**src/rtl/mbss_pkg.sv**
```systemverilog
// Shared types and constants of the masked byte signature scanner.
package mbss_pkg;

   localparam int MAX_PATTERN_BYTES = 16;
   localparam int OFFSET_BITS       = 32;
   localparam int PATTERN_BYTES     = 16;
   localparam int PAT_IDX_W         = 4;
   localparam int LEN_W             = 5;
   localparam int MATCH_OFFSET_W    = 32;
   localparam int CSR_DATA_W        = 64;
   localparam int CSR_INDEX_W       = 2;

   typedef enum logic [CSR_INDEX_W-1:0] {
      CSR_PATTERN_LOW  = 2'd0,
      CSR_PATTERN_HIGH = 2'd1,
      CSR_CARE_MASK    = 2'd2,
      CSR_PATTERN_LEN  = 2'd3
   } csr_index_type;

   typedef struct packed {
      logic [7:0] data_byte;
      logic       region_end;
   } req_type;

   typedef struct packed {
      logic                      match_found;
      logic [MATCH_OFFSET_W-1:0] match_offset;
   } rsp_type;

   typedef struct packed {
      logic [63:0]              pattern_low;
      logic [63:0]              pattern_high;
      logic [PATTERN_BYTES-1:0] care_mask;
      logic [LEN_W-1:0]         pattern_length;
   } cfg_type;

endpackage

```
**src/rtl/mbss_csr.sv**
```systemverilog
// Configuration registers of the scanner.
module mbss_csr
   import mbss_pkg::*;
(
   input  logic                   clock,
   input  logic                   reset,
   input  logic                   csr_write,
   input  logic [CSR_INDEX_W-1:0] csr_index,
   input  logic [CSR_DATA_W-1:0]  csr_wdata,
   output cfg_type                cfg
);

   logic [63:0]              pattern_low_ff,  pattern_low_in;
   logic [63:0]              pattern_high_ff, pattern_high_in;
   logic [PATTERN_BYTES-1:0] care_mask_ff,    care_mask_in;
   logic [LEN_W-1:0]         pattern_len_ff,  pattern_len_in;

   always_comb begin
      pattern_low_in  = pattern_low_ff;
      pattern_high_in = pattern_high_ff;
      care_mask_in    = care_mask_ff;
      pattern_len_in  = pattern_len_ff;
      if (csr_write) begin
         case (csr_index_type'(csr_index))
            CSR_PATTERN_LOW:  pattern_low_in  = csr_wdata[63:0];
            CSR_PATTERN_HIGH: pattern_high_in = csr_wdata[63:0];
            CSR_CARE_MASK:    care_mask_in    = csr_wdata[PATTERN_BYTES-1:0];
            CSR_PATTERN_LEN:  pattern_len_in  = csr_wdata[LEN_W-1:0];
            default: ;
         endcase
      end
   end

   always_ff @(posedge clock) begin
      if (reset) begin
         pattern_low_ff  <= '0;
         pattern_high_ff <= '0;
         care_mask_ff    <= '0;
         pattern_len_ff  <= LEN_W'(1);
      end else begin
         pattern_low_ff  <= pattern_low_in;
         pattern_high_ff <= pattern_high_in;
         care_mask_ff    <= care_mask_in;
         pattern_len_ff  <= pattern_len_in;
      end
   end

   assign cfg.pattern_low    = pattern_low_ff;
   assign cfg.pattern_high   = pattern_high_ff;
   assign cfg.care_mask      = care_mask_ff;
   assign cfg.pattern_length = pattern_len_ff;

endmodule

```
**src/rtl/mbss_scan.sv**
```systemverilog
// Sliding byte window, byte counter and masked pattern compare.
module mbss_scan
   import mbss_pkg::*;
(
   input  logic    clock,
   input  logic    reset,
   input  cfg_type cfg,
   input  logic    accept,
   input  req_type item,
   output logic    push,
   output rsp_type result
);

   localparam logic [OFFSET_BITS-1:0] COUNT_MAX = '1;

   logic [7:0]             window_ff [MAX_PATTERN_BYTES];
   logic [7:0]             window_in [MAX_PATTERN_BYTES];
   logic [7:0]             shift_win [MAX_PATTERN_BYTES];
   logic [OFFSET_BITS-1:0] count_ff, count_in, count_inc;
   logic                   reported_ff, reported_in;

   logic [7:0]               pat [PATTERN_BYTES];
   logic [LEN_W-1:0]         len;
   logic [LEN_W-1:0]         pos;
   logic [MAX_PATTERN_BYTES-1:0] pos_ok;
   logic                     hit;

   // Active length: zero acts as one, clamp at the window depth.
   always_comb begin
      if (cfg.pattern_length == '0)
         len = LEN_W'(1);
      else if (cfg.pattern_length > LEN_W'(MAX_PATTERN_BYTES))
         len = LEN_W'(MAX_PATTERN_BYTES);
      else
         len = cfg.pattern_length;
   end

   always_comb begin
      for (int i = 0; i < PATTERN_BYTES / 2; i++) begin
         pat[i]                   = cfg.pattern_low[8*i +: 8];
         pat[i + PATTERN_BYTES/2] = cfg.pattern_high[8*i +: 8];
      end
   end

   // Window slot j holds pattern byte len-1-j once the new byte is in.
   always_comb begin
      pos = '0;
      for (int j = 0; j < MAX_PATTERN_BYTES; j++) begin
         shift_win[j] = (j == 0) ? item.data_byte : window_ff[(j == 0) ? 0 : j - 1];
         pos          = LEN_W'(len - LEN_W'(j) - LEN_W'(1));
         if (LEN_W'(j) < len && cfg.care_mask[pos[PAT_IDX_W-1:0]])
            pos_ok[j] = (shift_win[j] == pat[pos[PAT_IDX_W-1:0]]);
         else
            pos_ok[j] = 1'b1;
      end
   end

   assign count_inc = (count_ff == COUNT_MAX) ? count_ff : count_ff + OFFSET_BITS'(1);
   assign hit       = (count_inc >= OFFSET_BITS'(len)) && (&pos_ok);

   always_comb begin
      window_in   = window_ff;
      count_in    = count_ff;
      reported_in = reported_ff;
      push        = 1'b0;
      result      = '0;
      if (accept) begin
         if (!reported_ff) begin
            window_in = shift_win;
            count_in  = count_inc;
            if (hit) begin
               push                = 1'b1;
               result.match_found  = 1'b1;
               result.match_offset = MATCH_OFFSET_W'(count_inc - OFFSET_BITS'(len));
               reported_in         = 1'b1;
            end else if (item.region_end) begin
               push = 1'b1;
            end
         end
         // End of region re-arms whatever happened before.
         if (item.region_end) begin
            for (int j = 0; j < MAX_PATTERN_BYTES; j++)
               window_in[j] = '0;
            count_in    = '0;
            reported_in = 1'b0;
         end
      end
   end

   always_ff @(posedge clock) begin
      if (reset) begin
         for (int j = 0; j < MAX_PATTERN_BYTES; j++)
            window_ff[j] <= '0;
         count_ff    <= '0;
         reported_ff <= 1'b0;
      end else begin
         window_ff   <= window_in;
         count_ff    <= count_in;
         reported_ff <= reported_in;
      end
   end

endmodule

```
**src/rtl/mbss_out_buf.sv**
```systemverilog
// Two-entry result buffer between the scanner and the result channel.
module mbss_out_buf
   import mbss_pkg::*;
(
   input  logic    clock,
   input  logic    reset,
   input  logic    push,
   input  rsp_type push_item,
   output logic    full,
   output logic    rsp_valid,
   input  logic    rsp_stall,
   output rsp_type rsp_item
);

   rsp_type head_ff, head_in;
   rsp_type tail_ff, tail_in;
   logic    head_valid_ff, head_valid_in;
   logic    tail_valid_ff, tail_valid_in;
   logic    pop;

   assign pop = head_valid_ff && !rsp_stall;

   always_comb begin
      head_in       = head_ff;
      tail_in       = tail_ff;
      head_valid_in = head_valid_ff;
      tail_valid_in = tail_valid_ff;
      if (pop) begin
         if (tail_valid_ff) begin
            head_in       = tail_ff;
            tail_in       = push_item;
            tail_valid_in = push;
         end else begin
            head_in       = push_item;
            head_valid_in = push;
         end
      end else if (push) begin
         if (head_valid_ff) begin
            tail_in       = push_item;
            tail_valid_in = 1'b1;
         end else begin
            head_in       = push_item;
            head_valid_in = 1'b1;
         end
      end
   end

   always_ff @(posedge clock) begin
      if (reset) begin
         head_valid_ff <= 1'b0;
         tail_valid_ff <= 1'b0;
      end else begin
         head_valid_ff <= head_valid_in;
         tail_valid_ff <= tail_valid_in;
      end
   end

   always_ff @(posedge clock) begin
      head_ff <= head_in;
      tail_ff <= tail_in;
   end

   assign full      = tail_valid_ff;
   assign rsp_valid = head_valid_ff;
   assign rsp_item  = head_ff;

endmodule

```
**src/rtl/masked_byte_signature_scan.sv**
```systemverilog
// Top level of the masked byte signature scanner.
//
//   port group | dir | handshake          | payload
//   req_*      | in  | req_valid/req_stall | req_type: data_byte, region_end
//   rsp_*      | out | rsp_valid/rsp_stall | rsp_type: match_found, match_offset
//   csr_*      | in  | csr_write           | csr_index, csr_wdata
//
// One byte per cycle while req_stall is low: the window compare and the count
// update run in the cycle the byte is taken, and a result sits in the output
// buffer the next cycle. A two-entry output buffer lets bytes keep flowing while
// one result waits; req_stall rises only when both entries are occupied.
// Synchronous reset clears the window, the counter and the buffer, and loads
// the pattern length with one; no pass over storage follows it.
module masked_byte_signature_scan
   import mbss_pkg::*;
(
   input  logic                   clock,
   input  logic                   reset,
   input  logic                   req_valid,
   output logic                   req_stall,
   input  req_type                req_item,
   output logic                   rsp_valid,
   input  logic                   rsp_stall,
   output rsp_type                rsp_item,
   input  logic                   csr_write,
   input  logic [CSR_INDEX_W-1:0] csr_index,
   input  logic [CSR_DATA_W-1:0]  csr_wdata
);

   cfg_type cfg;
   logic    accept;
   logic    push;
   logic    full;
   rsp_type push_item;

   assign req_stall = full;
   assign accept    = req_valid && !full;

   mbss_csr u_csr (
      .clock     (clock),
      .reset     (reset),
      .csr_write (csr_write),
      .csr_index (csr_index),
      .csr_wdata (csr_wdata),
      .cfg       (cfg)
   );

   mbss_scan u_scan (
      .clock  (clock),
      .reset  (reset),
      .cfg    (cfg),
      .accept (accept),
      .item   (req_item),
      .push   (push),
      .result (push_item)
   );

   mbss_out_buf u_out_buf (
      .clock     (clock),
      .reset     (reset),
      .push      (push),
      .push_item (push_item),
      .full      (full),
      .rsp_valid (rsp_valid),
      .rsp_stall (rsp_stall),
      .rsp_item  (rsp_item)
   );

endmodule

```
**config.mk**
```make
export PLATFORM = sky130hd
export DESIGN_NAME = masked_byte_signature_scan
export DESIGN_NICKNAME = d
export VERILOG_FILES = /design/src/rtl/mbss_pkg.sv /design/src/rtl/mbss_csr.sv /design/src/rtl/mbss_scan.sv /design/src/rtl/mbss_out_buf.sv /design/src/rtl/masked_byte_signature_scan.sv
export SDC_FILE = /design/constraint.sdc
export NUM_CORES = 1
export LEC_CHECK = 0
export BUFFER_PORTS_ARGS = -buffer_cell sky130_fd_sc_hd__buf_2
export CAP_MARGIN = 20
export CORE_MARGIN = 1
export CORE_UTILIZATION = 55
export DETAILED_ROUTE_END_ITERATION = 7
export PLACE_DENSITY = 0.84
export SLEW_MARGIN = 25
export SYNTH_ARGS = -nofsm -noshare
export SYNTH_HDL_FRONTEND = slang
export SYNTH_SLANG_ARGS = --single-unit
```
**constraint.sdc**
```tcl
create_clock -name clock -period 5.63 [get_ports clock]
set_clock_uncertainty 0.05 [all_clocks]
set_input_delay 1.126 -clock clock [delete_from_list [all_inputs] [get_ports clock]]
set_output_delay 1.126 -clock clock [all_outputs]
set_load 0.02 [all_outputs]
```
==> results.py <==
metrics = {
    "layout": {
        "nets": 2814,
        "fillers": 3681,
        "syn_to_final_growth_pct": 11.0,
        "fin_cells": 3339,
        "utilization": 0.624,
        "layout-drive-gt1-share": 0.193,
    },
    "sta": {
        "worst_pin_slew_ns": 1.00,
        "rsz0062_at_grt": "false",
        "holdWs_ns": 0.450,
        "fin_tns_setup_ns": 0,
        "clock.fmax_mhz": 180,
        "slew_violations": 0,
        "fin_crit_ns": 5.55,
        "setup-violations-final": 0,
        "finalHoldViolCount": 0,
        "post-route-period-util": 0.985,
        "slew_headroom": 0.314,
    },
    "grt": {
        "grt_overflow": 0,
        "grtUsageMet1": 0.539,
        "grt_start_max_net_pins": 144,
        "grt_pass1_wl_mm": 139,
        "met3_usage": 0.124,
        "grt_pass1_vias": 21600,
        "grt_usage": 0.418,
        "grt.met2_usage": 0.619,
        "grt_antenna_before_repair": 1,
        "busiest_layer": "met2",
    },
    "floorplan": {
        "die_w_um": 213,
        "start_util": 0.562,
        "die_area_sq_mm": 0.0453,
        "core_sq_mm": 0.0435,
        "rows": 76,
        "die_y_um": 213,
        "ioPinCount": 115,
    },
    "clock_network": {
        "clock_latency_ns": 0.59,
        "htreeDepth": 2,
        "cts_tree": "yes",
        "clkSinkCount": 370,
        "cts.clk_slew.worst_paths_ns": 0.06,
        "hold_buffers": 0,
        "clk_path_buf_depth": 3,
        "root_buffer": "clkbuf_16",
        "cts_buffers": 40,
    },
    "yosys": {
        "yosys-top-cells-count": "389 x nand2_1, 304 x dfxtp_1, 244 x nor2_1, 240 x a21oi_1, 192 x clkbuf_1",
        "synth_nets": 2806,
        "ys_ff_latch": 370,
        "synth_cell_types": 85,
        "synth-edff-count": 66,
        "yosysWarnings": 0,
        "synthTopCellsByArea": "dfxtp_1 25%, mux4_2 13%, edfxtp_1 8.1%",
        "syn_inst": 2712,
        "synth_most_common_cell": "nand2_1",
        "ys_dominant_reg_cell": "dfxtp_1",
        "synth_top_area_cell": "dfxtp_1",
        "yosysSeqAreaShare": 0.330,
        "syn_area_sq_mm": 0.0244,
        "synth_top_area_frac": 0.249,
        "avgSynthCellArea_sq_um": 9.01,
        "synthArstFlopShare": 0,
    },
    "pwr": {
        "power_per_cell_area_mw_per_mm2": 265,
        "p_comb_frac": 0.208,
        "switchingPower_mw": 2.24,
        "power.internal_mw": 4.94,
        "p_leak_nw": 9.46,
        "report.power.total_mw": 7.18,
        "p_seq_frac": 0.409,
        "peakVddDrop_mv": 0.265,
        "pwr-share-clk": 0.383,
        "switching_share": 0.311,
    },
    "drt": {
        "drc": 0,
        "ant_nets": 0,
        "wl_mm": 95.1,
        "wire_per_inst_um": 28.5,
        "first_iter_violations": 3799,
        "num_vias": 23800,
        "avgViaCountPerCell": 7.12,
        "drtPass1Iterations": 6,
    },
    "setup_path": {
        "critPathKind": "flip-flop to flip-flop",
        "end_kind": "flip-flop",
        "cp.arrival_ns": 5.78,
        "r2r-end": "u_out_buf.tail_ff[1]",
        "startpoint": "u_csr.pattern_len_ff[4]",
        "crit_path_start_kind": "flip-flop",
        "cp-endpoint": "u_out_buf.tail_ff[1]",
        "worstPathMaxFanout": 29,
        "r2r_slack_ns": 0.08,
        "reg2reg_depth": 14,
        "cp.required_ns": 5.87,
        "timing.rr.start": "u_csr.pattern_len_ff[4]",
    },
    "worst_hold_path": {
        "worstHoldPathType": "flip-flop to flip-flop",
    },
    "run": {
        "maxCapViolCount": 0,
    },
    "place": {
        "hpwl_mm": 71.1,
        "dp.cells": 3262,
        "port_buffers": 114,
        "gp_congestion": 1.09,
    },
    "run_status": {
        "status": "finished, final reports clean",
    },
}
==> final cells by class <==
cell class	count	area, sq um	area share
Clock buffer	52	1140	0.0420
Tap cell	585	732	0.0270
Timing Repair Buffer	205	1440	0.0530
Inverter	24	90.1	0.00332
Clock inverter	22	231	0.00854
Sequential cell	370	8070	0.298
Antenna cell	2	5.00	0.000185
Multi-Input combinational cell	2079	15400	0.568
==> worst min-delay path by stage <==
| stage | startpoint | to | cells after the start |
|---|---|---|---|
| after detailed placement | u_csr.care_mask_ff[3] | u_csr.care_mask_ff[3] | 2 |
| final | u_csr.care_mask_ff[6] | u_csr.care_mask_ff[6] | 2 |
| after global placement | u_csr.care_mask_ff[10] | u_csr.care_mask_ff[10] | 2 |
| after global routing | u_csr.care_mask_ff[10] | u_csr.care_mask_ff[10] | 2 |
| after floorplan | u_csr.care_mask_ff[10] | u_csr.care_mask_ff[10] | 2 |
| after CTS | u_csr.care_mask_ff[3] | u_csr.care_mask_ff[3] | 2 |
==> metrics by stage <==
step                      cell area [sq um]  worst slack [ns]
after floorplan                       24400            0.0772
after global placement                25700             0.382
after detailed placement              25700             0.344
after CTS                             27100             0.271
after global routing                  27100            0.0181
final                                 27100            0.0841
==> layout by cell type, fill, tap and decap left out, drive strengths merged, types with 27 or more instances in the layout <==
cell type | netlist | layout
nor4 | 49 | 49
a21oi | 240 | 240
mux4 | 145 | 145
clkbuf | 192 | 53
mux2 | 65 | 65
nor3 | 32 | 32
o211ai | 51 | 51
dfxtp | 304 | 304
o21ai | 81 | 81
nand4 | 41 | 41
a2111oi | 69 | 69
a22oi | 155 | 155
a32o | 45 | 45
xnor2 | 107 | 107
inv | 24 | 27
xor2 | 61 | 61
edfxtp | 66 | 66
nor2 | 244 | 244
buf | 47 | 204
nand2 | 390 | 390
mux2i | 35 | 35
nand3 | 31 | 31
==> sequential cells by signal, summed over array words and instances, names as in the netlist, 5 cells and up <==
name                   flops
u_scan.shift_win         120
u_csr.pattern_high_ff     64
u_csr.pattern_low_ff      64
u_out_buf.rsp_item        33
u_out_buf.tail_ff         33
u_scan.count_ff           32
u_csr.care_mask_ff        16
u_csr.pattern_len_ff       5
==> metal layers <==
metal  wire (um)  up-vias
li1            -    10300
met1       35200    11500
met2       41000     1648
met3       12600      309
met4        6330        0
met5           0        -
==> power by group through the flow <==
stage | registers [mW] | clock network [mW] | logic, mW
after floorplan | 3.00 | 0 | 0.886
after global placement | 2.98 | 0 | 1.42
after detailed placement | 2.99 | 0 | 1.45
after CTS | 2.93 | 2.76 | 1.45
after global routing | 2.94 | 2.85 | 1.57
final | 2.94 | 2.75 | 1.49
==> logic make-up (layout without fill, tap and decap cells) <==
logic type                 Yosys count  after routing  synth area share
and+or+nand+nor                    866            866             0.159
AOI/OAI and AO/OA                  786            786             0.221
DFF                                370            370             0.330
buffers and inverters              263            303            0.0446
muxes                              245            245             0.178
xor gates and xnor gates           168            168            0.0605
adders and majority gates           14             14           0.00748
other                                0              2                 0
==> worst max-delay path: stages (launching register included) <==
cell       delay, ns
dfxtp_1         0.51
nor2b_1         0.15
or2_2           0.35
ha_2            0.62
buf_4           0.28
a2bb2oi_1       0.11
nor3_2          0.68
mux4_2          0.42
xnor2_1         0.14
nor4_1          0.74
a21oi_1         0.23
nor4_4          0.28
a21o_1          0.20
a41o_2          0.25
buf_12          0.20
==> what timing repair did <==
action                                  CTS  global route
endpoints found under the setup margin    0           109
buffers inserted                          0             1
gates resized for setup                   0             2
Note: power is estimated with default switching activity, not from simulation.
